[config.mk]
export PLATFORM = sky130hd
export DESIGN_NAME = scalar_to_color_gradient_top
export DESIGN_NICKNAME = d
export VERILOG_FILES = /design/src/sgc_pkg.sv /design/src/sgc_div_stage.sv /design/src/sgc_shade.sv /design/src/scalar_to_color_gradient_top.sv
export SDC_FILE = /design/constraint.sdc
export NUM_CORES = 2
export LEC_CHECK = 0
export ABC_AREA = 1
export BUFFER_PORTS_ARGS = -buffer_cell sky130_fd_sc_hd__buf_2
export CORE_UTILIZATION = 55
export DETAILED_ROUTE_END_ITERATION = 10
export PLACE_DENSITY_LB_ADDON = 0.05
export SYNTH_ARGS = -nofsm -noshare
export SYNTH_HDL_FRONTEND = slang
export SYNTH_SLANG_ARGS = --single-unit
export TNS_END_PERCENT = 1
[constraint.sdc]
create_clock -name clk -period 14.26 [get_ports clk]
set_input_delay 1.426 -clock clk [delete_from_list [all_inputs] [get_ports clk]]
set_output_delay 1.426 -clock clk [all_outputs]
set_load 0.005 [all_outputs]
[src/sgc_pkg.sv]
`timescale 1ns / 1ps

package sgc_pkg;

	// Fraction bits of the position t and of the eased fraction u
	localparam int FRAC_BITS = 16;

	localparam int SAMPLE_W = 32;
	localparam int DIFF_W   = SAMPLE_W + 1;
	localparam int T_W      = FRAC_BITS + 1;
	localparam int CHAN_W   = 8;
	localparam int COEF_W   = 9;
	localparam int ADDR_W   = 1;
	localparam int NUM_SEG  = 4;
	localparam int NUM_CHAN = 3;

	localparam logic [T_W-1:0] ONE = T_W'(1) << FRAC_BITS;

	// Register indexes
	localparam logic [ADDR_W-1:0] REG_RANGE_LOW  = 1'b0;
	localparam logic [ADDR_W-1:0] REG_RANGE_HIGH = 1'b1;

	localparam logic [SAMPLE_W-1:0] RANGE_LOW_RST  = 32'h0000_0000;
	localparam logic [SAMPLE_W-1:0] RANGE_HIGH_RST = 32'h0001_0000;

	// Color shown for an empty range
	localparam logic [CHAN_W-1:0] EMPTY_RED   = 8'd120;
	localparam logic [CHAN_W-1:0] EMPTY_GREEN = 8'd200;
	localparam logic [CHAN_W-1:0] EMPTY_BLUE  = 8'd255;

	typedef logic signed [COEF_W-1:0] coef_t;
	typedef logic [1:0] seg_t;

	// Per segment (blue, cyan, green, yellow), per channel (red, green, blue)
	localparam coef_t GRAD_BASE [NUM_SEG][NUM_CHAN] = '{
		'{ 9'sd15,  9'sd30,  9'sd120},
		'{ 9'sd55,  9'sd150, 9'sd255},
		'{ 9'sd155, 9'sd230, 9'sd155},
		'{ 9'sd235, 9'sd255, 9'sd55 }
	};
	localparam coef_t GRAD_DELTA [NUM_SEG][NUM_CHAN] = '{
		'{ 9'sd40,  9'sd120,  9'sd135},
		'{ 9'sd100, 9'sd80,  -9'sd100},
		'{ 9'sd80,  9'sd25,  -9'sd100},
		'{ 9'sd20,  9'sd0,    9'sd50 }
	};

	// Item state inside the divider
	typedef struct packed {
		logic                 empty;
		logic                 sat;
		logic [DIFF_W-1:0]    rem;
		logic [FRAC_BITS-1:0] quo;
	} div_t;

	// Item state handed to the shading stages
	typedef struct packed {
		logic           empty;
		logic [T_W-1:0] t;
	} pos_t;

	typedef struct packed {
		logic [CHAN_W-1:0] blue;
		logic [CHAN_W-1:0] green;
		logic [CHAN_W-1:0] red;
	} rgb_t;

endpackage

[src/sgc_div_stage.sv]
`timescale 1ns / 1ps

module sgc_div_stage (
	input  logic                       clk,
	input  logic                       arst_n,
	input  logic                       in_valid,
	output logic                       in_ready,
	input  sgc_pkg::div_t              in_data,
	input  logic [sgc_pkg::DIFF_W-1:0] span,
	output logic                       out_valid,
	input  logic                       out_ready,
	output sgc_pkg::div_t              out_data
);

	logic [sgc_pkg::DIFF_W:0]   shifted;
	logic                       take;
	sgc_pkg::div_t              next_c;
	sgc_pkg::div_t              div_s1;
	logic                       valid_s1;

	// One restoring step: shift remainder, subtract span when it fits
	always_comb begin
		shifted = {in_data.rem, 1'b0};
		take    = shifted >= {1'b0, span};
		next_c  = in_data;
		if (take) begin
			next_c.rem = sgc_pkg::DIFF_W'(shifted - {1'b0, span});
		end else begin
			next_c.rem = shifted[sgc_pkg::DIFF_W-1:0];
		end
		next_c.quo = {in_data.quo[sgc_pkg::FRAC_BITS-2:0], take};
	end

	assign in_ready = !valid_s1 || out_ready;

	always_ff @(posedge clk or negedge arst_n) begin
		if (!arst_n) begin
			valid_s1 <= 1'b0;
		end else if (in_ready) begin
			valid_s1 <= in_valid;
		end
	end

	always_ff @(posedge clk) begin
		if (in_ready && in_valid) begin
			div_s1 <= next_c;
		end
	end

	assign out_valid = valid_s1;
	assign out_data  = div_s1;

endmodule

[src/sgc_shade.sv]
`timescale 1ns / 1ps

module sgc_shade (
	input  logic           clk,
	input  logic           arst_n,
	input  logic           in_valid,
	output logic           in_ready,
	input  sgc_pkg::pos_t  in_data,
	output logic           out_valid,
	input  logic           out_ready,
	output sgc_pkg::rgb_t  out_data
);

	localparam int F     = sgc_pkg::FRAC_BITS;
	localparam int T_W   = sgc_pkg::T_W;
	localparam int M_W   = T_W + 1;
	localparam int MUL_W = sgc_pkg::COEF_W + T_W + 1;
	localparam int ACC_W = MUL_W + 1;

	logic rdy1, rdy2, rdy3;

	// Stage 1: segment, local fraction, square
	sgc_pkg::seg_t      seg_c;
	logic [T_W-1:0]     f_c;
	logic [2*T_W-1:0]   sq_full_c;
	sgc_pkg::seg_t      seg_s1;
	logic [T_W-1:0]     f_s1;
	logic [T_W-1:0]     sq_s1;
	logic               empty_s1;
	logic               valid_s1;

	always_comb begin
		if (in_data.t[F]) begin
			seg_c = 2'd3;
			f_c   = sgc_pkg::ONE;
		end else begin
			seg_c = in_data.t[F-1:F-2];
			f_c   = {1'b0, in_data.t[F-3:0], 2'b00};
		end
		sq_full_c = (2*T_W)'(f_c) * (2*T_W)'(f_c);
	end

	// Stage 2: u = sq * (3 - 2f)
	logic [M_W-1:0]       m_c;
	logic [T_W+M_W-1:0]   u_full_c;
	sgc_pkg::seg_t        seg_s2;
	logic [T_W-1:0]       u_s2;
	logic                 empty_s2;
	logic                 valid_s2;

	always_comb begin
		m_c      = (M_W'(3) << F) - {f_s1, 1'b0};
		u_full_c = (T_W+M_W)'(sq_s1) * (T_W+M_W)'(m_c);
	end

	// Stage 3: base + delta * u per channel
	logic signed [MUL_W-1:0]       mul_c [sgc_pkg::NUM_CHAN];
	logic signed [ACC_W-1:0]       acc_c [sgc_pkg::NUM_CHAN];
	logic [sgc_pkg::CHAN_W-1:0]    chan_c [sgc_pkg::NUM_CHAN];
	sgc_pkg::rgb_t                 rgb_c;
	sgc_pkg::rgb_t                 rgb_s3;
	logic                          valid_s3;

	always_comb begin
		for (int k = 0; k < sgc_pkg::NUM_CHAN; k++) begin
			mul_c[k] = MUL_W'(sgc_pkg::GRAD_DELTA[seg_s2][k]) * MUL_W'($signed({1'b0, u_s2}));
			acc_c[k] = (ACC_W'(sgc_pkg::GRAD_BASE[seg_s2][k]) <<< F) + ACC_W'(mul_c[k]);
			chan_c[k] = acc_c[k][ACC_W-1] ? '0 : acc_c[k][F+sgc_pkg::CHAN_W-1:F];
		end
		if (empty_s2) begin
			rgb_c.red   = sgc_pkg::EMPTY_RED;
			rgb_c.green = sgc_pkg::EMPTY_GREEN;
			rgb_c.blue  = sgc_pkg::EMPTY_BLUE;
		end else begin
			rgb_c.red   = chan_c[0];
			rgb_c.green = chan_c[1];
			rgb_c.blue  = chan_c[2];
		end
	end

	assign rdy3     = !valid_s3 || out_ready;
	assign rdy2     = !valid_s2 || rdy3;
	assign rdy1     = !valid_s1 || rdy2;
	assign in_ready = rdy1;

	always_ff @(posedge clk or negedge arst_n) begin
		if (!arst_n) begin
			valid_s1 <= 1'b0;
			valid_s2 <= 1'b0;
			valid_s3 <= 1'b0;
		end else begin
			if (rdy1) begin
				valid_s1 <= in_valid;
			end
			if (rdy2) begin
				valid_s2 <= valid_s1;
			end
			if (rdy3) begin
				valid_s3 <= valid_s2;
			end
		end
	end

	always_ff @(posedge clk) begin
		if (rdy1 && in_valid) begin
			seg_s1   <= seg_c;
			f_s1     <= f_c;
			sq_s1    <= sq_full_c[2*F:F];
			empty_s1 <= in_data.empty;
		end
		if (rdy2 && valid_s1) begin
			seg_s2   <= seg_s1;
			u_s2     <= u_full_c[2*F:F];
			empty_s2 <= empty_s1;
		end
		if (rdy3 && valid_s2) begin
			rgb_s3 <= rgb_c;
		end
	end

	assign out_valid = valid_s3;
	assign out_data  = rgb_s3;

`ifndef SYNTHESIS
	a_sq_range: assert property (@(posedge clk) disable iff (!arst_n)
		valid_s1 |-> (sq_s1 <= sgc_pkg::ONE))
		else $error("square above one");

	a_u_range: assert property (@(posedge clk) disable iff (!arst_n)
		valid_s2 |-> (u_s2 <= sgc_pkg::ONE))
		else $error("eased fraction above one");

	// Hold a stalled color unchanged until the receiver takes it
	a_out_hold: assert property (@(posedge clk) disable iff (!arst_n)
		(out_valid && !out_ready) |=> (out_valid && $stable(out_data)))
		else $error("stalled color changed or dropped");
`endif

endmodule

[src/scalar_to_color_gradient_top.sv]
`timescale 1ns / 1ps

// Scalar to color gradient: maps a signed Q16.16 sample to an RGB color.
//
// Input stream (s_*): one sample per transfer in s_tdata[31:0].
// Output stream (m_*): one color per transfer, red in m_tdata[7:0],
// green in [15:8], blue in [23:16].
// Write port (wr_*): register 0 is range_low, register 1 is range_high,
// both signed Q16.16. Write only while no sample is in flight.
//
// An input transfer reaches m_tvalid through one input register, one
// range-compare stage, 16 divider stages (one quotient bit each), then
// square, ease and channel stages. Throughput is one sample per cycle
// while m_tready is high. Every stage has its own valid bit and
// local ready, so a stall on m_tready holds results in place and bubbles
// still fill; s_tready drops only when all 21 stages are occupied.
// Reset clears all valid bits and loads range_low = 0, range_high = 1.0.
// An empty range (high <= low) gives the color 120, 200, 255.
module scalar_to_color_gradient_top (
	input  logic                         clk,
	input  logic                         arst_n,
	input  logic                         s_tvalid,
	output logic                         s_tready,
	input  logic [31:0]                  s_tdata,   // [31:0] sample
	output logic                         m_tvalid,
	input  logic                         m_tready,
	output logic [23:0]                  m_tdata,   // [7:0] red, [15:8] green, [23:16] blue
	input  logic                         wr_en,
	input  logic [sgc_pkg::ADDR_W-1:0]   wr_addr,
	input  logic [31:0]                  wr_data
);

	localparam int F      = sgc_pkg::FRAC_BITS;
	localparam int DIFF_W = sgc_pkg::DIFF_W;

	// Range registers
	logic [sgc_pkg::SAMPLE_W-1:0] range_low_q;
	logic [sgc_pkg::SAMPLE_W-1:0] range_high_q;
	logic [DIFF_W-1:0]            span_q;

	always_ff @(posedge clk or negedge arst_n) begin
		if (!arst_n) begin
			range_low_q  <= sgc_pkg::RANGE_LOW_RST;
			range_high_q <= sgc_pkg::RANGE_HIGH_RST;
		end else if (wr_en) begin
			case (wr_addr)
				sgc_pkg::REG_RANGE_LOW: begin
					range_low_q <= wr_data;
				end
				sgc_pkg::REG_RANGE_HIGH: begin
					range_high_q <= wr_data;
				end
				default: begin
				end
			endcase
		end
	end

	// Span as a 33-bit value; positive whenever the range is not empty
	logic [DIFF_W-1:0] span_c;
	logic              empty_c;

	assign span_c  = {range_high_q[31], range_high_q} - {range_low_q[31], range_low_q};
	assign empty_c = $signed(range_high_q) <= $signed(range_low_q);

	// Registered copy for the divider stages; items reach them only after
	// the input and stage 2 registers, so the copy has settled by then
	always_ff @(posedge clk or negedge arst_n) begin
		if (!arst_n) begin
			span_q <= DIFF_W'(sgc_pkg::RANGE_HIGH_RST);
		end else begin
			span_q <= span_c;
		end
	end

	// Stage 1: input register
	logic [sgc_pkg::SAMPLE_W-1:0] sample_s1;
	logic                         valid_s1;
	logic                         rdy1;
	logic                         rdy2;

	assign rdy1     = !valid_s1 || rdy2;
	assign s_tready = rdy1;

	// Stage 2: offset from range_low, clamp decisions, divider seed
	logic [DIFF_W-1:0] diff_c;
	logic              nonpos_c;
	logic              sat_c;
	sgc_pkg::div_t     seed_c;
	sgc_pkg::div_t     div_s2;
	logic              valid_s2;

	always_comb begin
		diff_c   = {sample_s1[31], sample_s1} - {range_low_q[31], range_low_q};
		nonpos_c = diff_c[DIFF_W-1] || (diff_c == '0);
		sat_c    = !nonpos_c && (diff_c >= span_c);
		seed_c.empty = empty_c;
		seed_c.sat   = sat_c;
		seed_c.quo   = '0;
		// Zero remainder yields a zero quotient: covers at-or-below range_low
		if (empty_c || nonpos_c || sat_c) begin
			seed_c.rem = '0;
		end else begin
			seed_c.rem = diff_c;
		end
	end

	// Divider chain: one quotient bit per stage
	sgc_pkg::div_t div_pipe [F+1];
	logic          div_vld  [F+1];
	logic          div_rdy  [F+1];

	assign rdy2       = !valid_s2 || div_rdy[0];
	assign div_vld[0] = valid_s2;
	assign div_pipe[0] = div_s2;

	always_ff @(posedge clk or negedge arst_n) begin
		if (!arst_n) begin
			valid_s1 <= 1'b0;
			valid_s2 <= 1'b0;
		end else begin
			if (rdy1) begin
				valid_s1 <= s_tvalid;
			end
			if (rdy2) begin
				valid_s2 <= valid_s1;
			end
		end
	end

	always_ff @(posedge clk) begin
		if (rdy1 && s_tvalid) begin
			sample_s1 <= s_tdata;
		end
		if (rdy2 && valid_s1) begin
			div_s2 <= seed_c;
		end
	end

	for (genvar i = 0; i < F; i++) begin : g_div
		sgc_div_stage u_div_stage (
			.clk       (clk),
			.arst_n    (arst_n),
			.in_valid  (div_vld[i]),
			.in_ready  (div_rdy[i]),
			.in_data   (div_pipe[i]),
			.span      (span_q),
			.out_valid (div_vld[i+1]),
			.out_ready (div_rdy[i+1]),
			.out_data  (div_pipe[i+1])
		);
	end

	// Position t: saturate to one at or above range_high
	sgc_pkg::pos_t pos_c;

	always_comb begin
		pos_c.empty = div_pipe[F].empty;
		if (div_pipe[F].sat) begin
			pos_c.t = sgc_pkg::ONE;
		end else begin
			pos_c.t = {1'b0, div_pipe[F].quo};
		end
	end

	sgc_pkg::rgb_t rgb;

	sgc_shade u_shade (
		.clk       (clk),
		.arst_n    (arst_n),
		.in_valid  (div_vld[F]),
		.in_ready  (div_rdy[F]),
		.in_data   (pos_c),
		.out_valid (m_tvalid),
		.out_ready (m_tready),
		.out_data  (rgb)
	);

	assign m_tdata = rgb;

`ifndef SYNTHESIS
	// An empty output register frees every stage upstream
	a_ready_when_drained: assert property (@(posedge clk) disable iff (!arst_n)
		!m_tvalid |-> s_tready)
		else $error("input stalled with empty output");

	a_entry_valid: assert property (@(posedge clk) disable iff (!arst_n)
		(s_tvalid && s_tready) |=> valid_s1)
		else $error("accepted sample lost at entry");

	a_stage2_hold: assert property (@(posedge clk) disable iff (!arst_n)
		(valid_s2 && !div_rdy[0]) |=> valid_s2)
		else $error("stalled item dropped at stage 2");
`endif

endmodule
Word level (Yosys, flattened, before mapping)
Cells that the tools add are included.
{ "totals": {"out_inout_bits": 26, "input_bits": 70, "register_bits": 929, "elab_cells": 264} }
{ "classes": {"order_cmp": 19, "reduce_logical": 73, "n_bitwise": 2, "add_sub_neg": 21, "mul": 5, "n_mux": 26} }
{ "ops": {"columns": ["operator", "count"], "rows": [
  ["$ge 34x33->1", 16],
  ["$mux 33", 15],
  ["$sub 33x33->33", 15],
  ["$bmux 27 s2", 2],
  ["$mux 27", 4],
  ["$add 25x27->28", 3],
  ["$mul 9x18->27", 3],
  ["$sub 32x32->33", 2],
  ["$mux 17", 2],
  ["$ge 33x33->1", 1],
  ["$logic_not 33->1", 1],
  ["$mul 17x17->33", 1],
  ["$mul 17x18->33", 1],
  ["$le 32x32->1", 1],
  ["$logic_or 1x1->1", 24],
  ["$logic_and 1x1->1", 22],
  ["$logic_not 1->1", 22],
  ["$sub 18x18->18 const A", 1],
  ["$mux 8", 2],
  ["$mux 7", 1],
  ["$reduce_and 2->1", 2],
  ["$reduce_or 2->1", 2],
  ["$ge 3x3->1 const B", 1],
  ["$not 2->3", 1],
  ["$not 1->1", 1]
]} }

Logic depth before layout (Yosys ltp)
{ "logic_depth": {"ltp_word": 23, "mapped_depth": 33, "depth_no_buf": 32} }

Modules after synthesis
From an unflattened synthesis, not the netlist that was laid out.
{ "hier_totals": {"hier_cells": 17389, "area_unflattened_um2": 118481.1} }
{ "by_module_without_submodules": {"columns": ["module", "seq_area_each_um2", "instances", "cells_each", "area_each_um2"], "rows": [
  ["sgc_div_stage", 1556.5, 16, 773, 4917.2],
  ["sgc_shade", 2447.3, 1, 3460, 28018.1],
  ["scalar_to_color_gradient_top", 4491.8, 1, 1561, 11787.6]
]} }

Least setup slack after synthesis
No wires, ideal clock.
{ "synth_path": {"path_type": "reg-to-reg", "startpoint": "register u_shade.seg_s2[1]", "endpoint": "register u_shade.rgb_s3, in the netlist u_shade.out_data[16] (data pin)", "n_path_buf": 3, "path_stages_with_launch": 27, "setup_time_ps": 272, "t_arrival_ps": 6262, "required_ps": 13988, "path_slack_ps": 7726, "path_cell_list": "edfxtp_1 > inv_1 > buf_1 > ha_1 > clkbuf_1 > clkinv_1 > clkbuf_1 > nor2_1 > ha_1 > fa_1 > inv_1 > fa_1 > inv_1 > fa_1 > inv_1 > fa_1 > inv_1 > ha_1 > a21oi_1 > o21ai_0 > a21oi_1 > inv_1 > a221oi_1 > nand2_1 > xor2_1 > inv_1 > o21ai_0"} }
{ "synth_between": {"elab_chain_len": 7, "elab_cells_between_ends": 10, "classes_between": "add/sub (1); mul (1); mux (7); bitwise (1)"} }
{ "synth_lines": {"columns": ["item", "line_no", "rtl"], "rows": [
  ["start: declaration", "sgc_shade.sv:46", "sgc_pkg::seg_t seg_s2;"],
  ["start signal: assignment", "sgc_shade.sv:112", "seg_s2 <= seg_s1;"],
  ["$not 2->3 (not written as such) *", "sgc_shade.sv:66, sgc_shade.sv:67", null],
  ["$bmux 27 s2", "sgc_shade.sv:66", "mul_c[k] = MUL_W'(sgc_pkg::GRAD_DELTA[seg_s2][k]) * MUL_W'($signed({1'b0, u_s2}));"],
  ["$mux 27", null, null],
  ["$mux 27 (not written as such)", "sgc_shade.sv:66", null],
  ["$mul 9x18->27", "sgc_shade.sv:66", null],
  ["$add 25x27->28 *", "sgc_shade.sv:67", "acc_c[k] = (ACC_W'(sgc_pkg::GRAD_BASE[seg_s2][k]) <<< F) + ACC_W'(mul_c[k]);"],
  ["$mux 8 *", "sgc_shade.sv:68", "chan_c[k] = acc_c[k][ACC_W-1] ? '0 : acc_c[k][F+sgc_pkg::CHAN_W-1:F];"],
  ["end signal: assignment", "sgc_shade.sv:117", "rgb_s3 <= rgb_c;"],
  ["end: declaration", "sgc_shade.sv:61", "sgc_pkg::rgb_t rgb_s3;"]
]} }
Every way passes the cells marked *; elsewhere a longest branch is shown, timed or not. The select of a mux whose other input is x is not followed.
A chain may end at the register's enable or synchronous reset.

Worst setup path in the final report
{ "layout_path": {"startpoint": "register u_shade.f_s1[2]", "endpoint": "register u_shade.u_s2[15] (data pin)"} }
{ "layout_between": {"elab_chain_len": 2} }
{ "layout_lines": {"columns": ["item", "line_no", "rtl"], "rows": [
  ["start: declaration", "sgc_shade.sv:27", "logic [T_W-1:0] f_s1;"],
  ["start signal: assignment", "sgc_shade.sv:107", "f_s1 <= f_c;"],
  ["$sub 18x18->18", "sgc_shade.sv:52", "m_c = (M_W'(3) << F) - {f_s1, 1'b0};"],
  ["$mul 17x18->33", "sgc_shade.sv:53", "u_full_c = (T_W+M_W)'(sq_s1) * (T_W+M_W)'(m_c);"],
  ["via u_shade.u_full_c[31]", "sgc_shade.sv:45", "logic [T_W+M_W-1:0] u_full_c;"],
  ["end signal: assignment", "sgc_shade.sv:113", "u_s2 <= u_full_c[2*F:F];"],
  ["end: declaration", "sgc_shade.sv:47", "logic [T_W-1:0] u_s2;"]
]} }
The timed path passes the listed nets, and every way through them passes these cells.

==> impl_results.md <==
- Post-synth cell types: 70
- Synth Area per Inst: 8.51 µm²
- Mapped Cells: approximately 10000
- Worst EP required: roughly 15000 ps
- Maximum clock rate: about 130 MHz
- Worst Path Max Fanout: 17
- CTS clk-pin slew, worst paths: around 70 ps
- CP bufs+invs: 5
- CP Launch Type: flop
- Io pins: between 90 and 100
- Status: complete, no violations
- Overall routed net length: 279 mm
- Placer Congestion: a little under 1
- Wire per inst: roughly 22 µm
- # resized after CTS: 0
- Grt met1 use: 0.407
- Worst setup EP type: flop
- Number of global-route vias before repair: roughly 73000
- Unrepaired setup endpoints after global routing: false
- Die X: between 400 and 500 µm
- Post-CTS Hold Fix Bufs: 0
- Slew @ Worst Pin: about 1100 ps
- Pin count of the biggest net entering global routing: 65
- Top FF cell, synth: edfxtp_1
- Clk_skew: 53.8 ps
- Yosys top cell by area: edfxtp_1
- Final hold vios: 0
- DRT antenna net count: 0
- Area share of the largest cell type after synthesis: 0.274
- Final core occ: 0.598
- H-tree depth: 3
- CP max stage cell: edfxtp_1
- Commonest non-fill, non-tap cell in the layout: nand2_1
- Synth top area cells: edfxtp_1, ha_1, fa_1
- Clock root buffer master: clkbuf_16
- Fin crit share: 0.547
- Clock Path Buffers: 3
- Layout cells sized above 1: 0.0489
- FFs w/ async S/R, synth: 0.127
- Vias/cell: 5.70
- Clk Latency, worst-skew pair: ~770 ps
- Grt ovf: 0
- Die Y: 403 µm
- First-pass GRT wire length: 423 mm
- Most frequent cells in the layout: nand2_1, inv_1, ha_1
- Post-synth EDFFs: approximately 800
- CP top delay family: adder cells
- Tmin final: around 7800 ps
- Flops & latches, synth: between 900 and 1000
- Synth Warn #: 0
- Slew margin rel.: 0.241
- Setup TNS: 0 ps
- WS Path Type: reg -> reg
- CTS tree: yes
- Post-synthesis cell area: 88700 µm²
- NumNets Final: approximately 12000
- Port Buffers: 95
- Final count of pins violating max slew: 0
- Detailed Routing Iterations Pass 1: 6
- Critical path's largest stage delay: between 600 and 700 ps
- WP data arrival: approximately 8300 ps
- Die ar.: 163000 µm²
- # DRC: 0
- Most Used Layer, Global Route: met2
- Post-synthesis sequential area ratio: 0.307
- Hold Crit Class: reg -> reg
- CTS Buf Count: about 110
- Total track usage: 0.343
- DR iter-0 viols: ~5700
- Initial antenna violation count: 4
- Final Setup Violations: 0
- Initial cell density of the core: 0.557
- Max_cap viols: 0
- Clock sinks: roughly 900
- # rows: ~150
- Met3 Resource Use GR: 0.0449
- Via Count: roughly 73000
- CORE AREA: 159000 µm²
- Post-CTS setup repair buffer count: 0
- Placed wire-length estimate: around 220 mm
- Grt met2 use: 0.592
- Area delta synth->final: 7.38%
per-stage QoR:
stage                     hold WS, ps  cell area (µm²)  std cells  setup WS [ps]
after detailed placement          405            91400      12600           6520
after CTS                         375            95200      12800           6480
after floorplan                   400            88700      10400           7730
after global placement            400            91400      12600           6470
after global routing              396            95200      12800           5880
final                             384            95200      12800           6450
path summary, 6_finish.rpt:
path | from | to | slack, ps | depth (start not counted)
min in group asynchronous | arst_n | range_low_q[24]$_DFFE_PN0P_ | 680 | 1
max reg2reg | u_shade.f_s1[2]$_DFFE_PP_ | u_shade.u_s2[15]$_DFFE_PP_ | 6450 | 30
min | g_div[11].u_div_stage.out_data[11]$_DFFE_PP_ | g_div[12].u_div_stage.out_data[12]$_DFFE_PP_ | 380 | 0
min reg2reg | g_div[11].u_div_stage.out_data[11]$_DFFE_PP_ | g_div[12].u_div_stage.out_data[12]$_DFFE_PP_ | 380 | 0
max in group asynchronous | arst_n | span_q[0]$_DFF_PN0_ | 12290 | 2
max | u_shade.f_s1[2]$_DFFE_PP_ | u_shade.u_s2[15]$_DFFE_PP_ | 6450 | 30
synthesized netlist by cell type, types with 12 or more instances:
library cell,number
buf_6,35
o21ai_2,44
nand2_2,36
a31oi_1,21
nand3_1,197
a21boi_0,25
o211ai_1,58
a21oi_1,831
buf_4,12
edfxtp_1,809
a21o_1,84
ha_1,1028
inv_1,1484
fa_1,531
o21ai_1,145
nand2_1,2172
nand4_1,59
inv_2,14
nor2_1,876
nand3_2,15
nand3b_1,38
nor3_1,103
a21boi_1,12
clkinv_1,15
buf_2,43
o21bai_1,58
o21ai_0,722
xor2_1,256
dfrtp_1,116
o21a_1,28
a211oi_1,18
clkbuf_1,73
xnor2_1,277
nor4_1,64
state kept, by name (all words and copies together), names as in the netlist, 2 cells and up:
| name | count |
|---|---|
| range_low_q | 32 |
| u_shade.u_s2 | 17 |
| div_pipe | 35 |
| u_shade.seg_s2 | 2 |
| g_div.u_div_stage.out_valid | 16 |
| u_shade.seg_s1 | 2 |
| sample_s1 | 32 |
| u_shade.out_data | 24 |
| span_q | 33 |
| u_shade.f_s1 | 15 |
| range_high_q | 32 |
| g_div.u_div_stage.out_data | 663 |
| u_shade.sq_s1 | 17 |
area by class of cell:
class,instances,area [µm²]
fillers,14300,63900
multi-input cells,7830,54900
flip-flops and latches,927,27200
inverters,1514,5690
clock buffers,141,3020
well taps,2146,2690
repair buffers,157,947
clock inverters,59,736
diodes,2,5.00
routing by layer:
layer	routed length (µm)	vias to the layer above
met5	0	-
met4	19800	0
met3	16500	709
met2	134000	2421
met1	108000	34700
li1	-	35000
cell families (layout without fill, tap and decap cells):
group	after synthesis	in the layout	share of synthesized area
adders and majority gates	1559	1559	0.265
and+or+nand+nor	3599	3599	0.166
xor gates and xnor gates	534	534	0.0528
other	2	23	0.0000847
AOI/OAI and AO/OA	2117	2117	0.134
DFF	927	927	0.307
buffers and inverters	1686	1871	0.0756
Power is not shown: default switching activity piles up to over one toggle a cycle in this logic, so the estimate is an artifact.
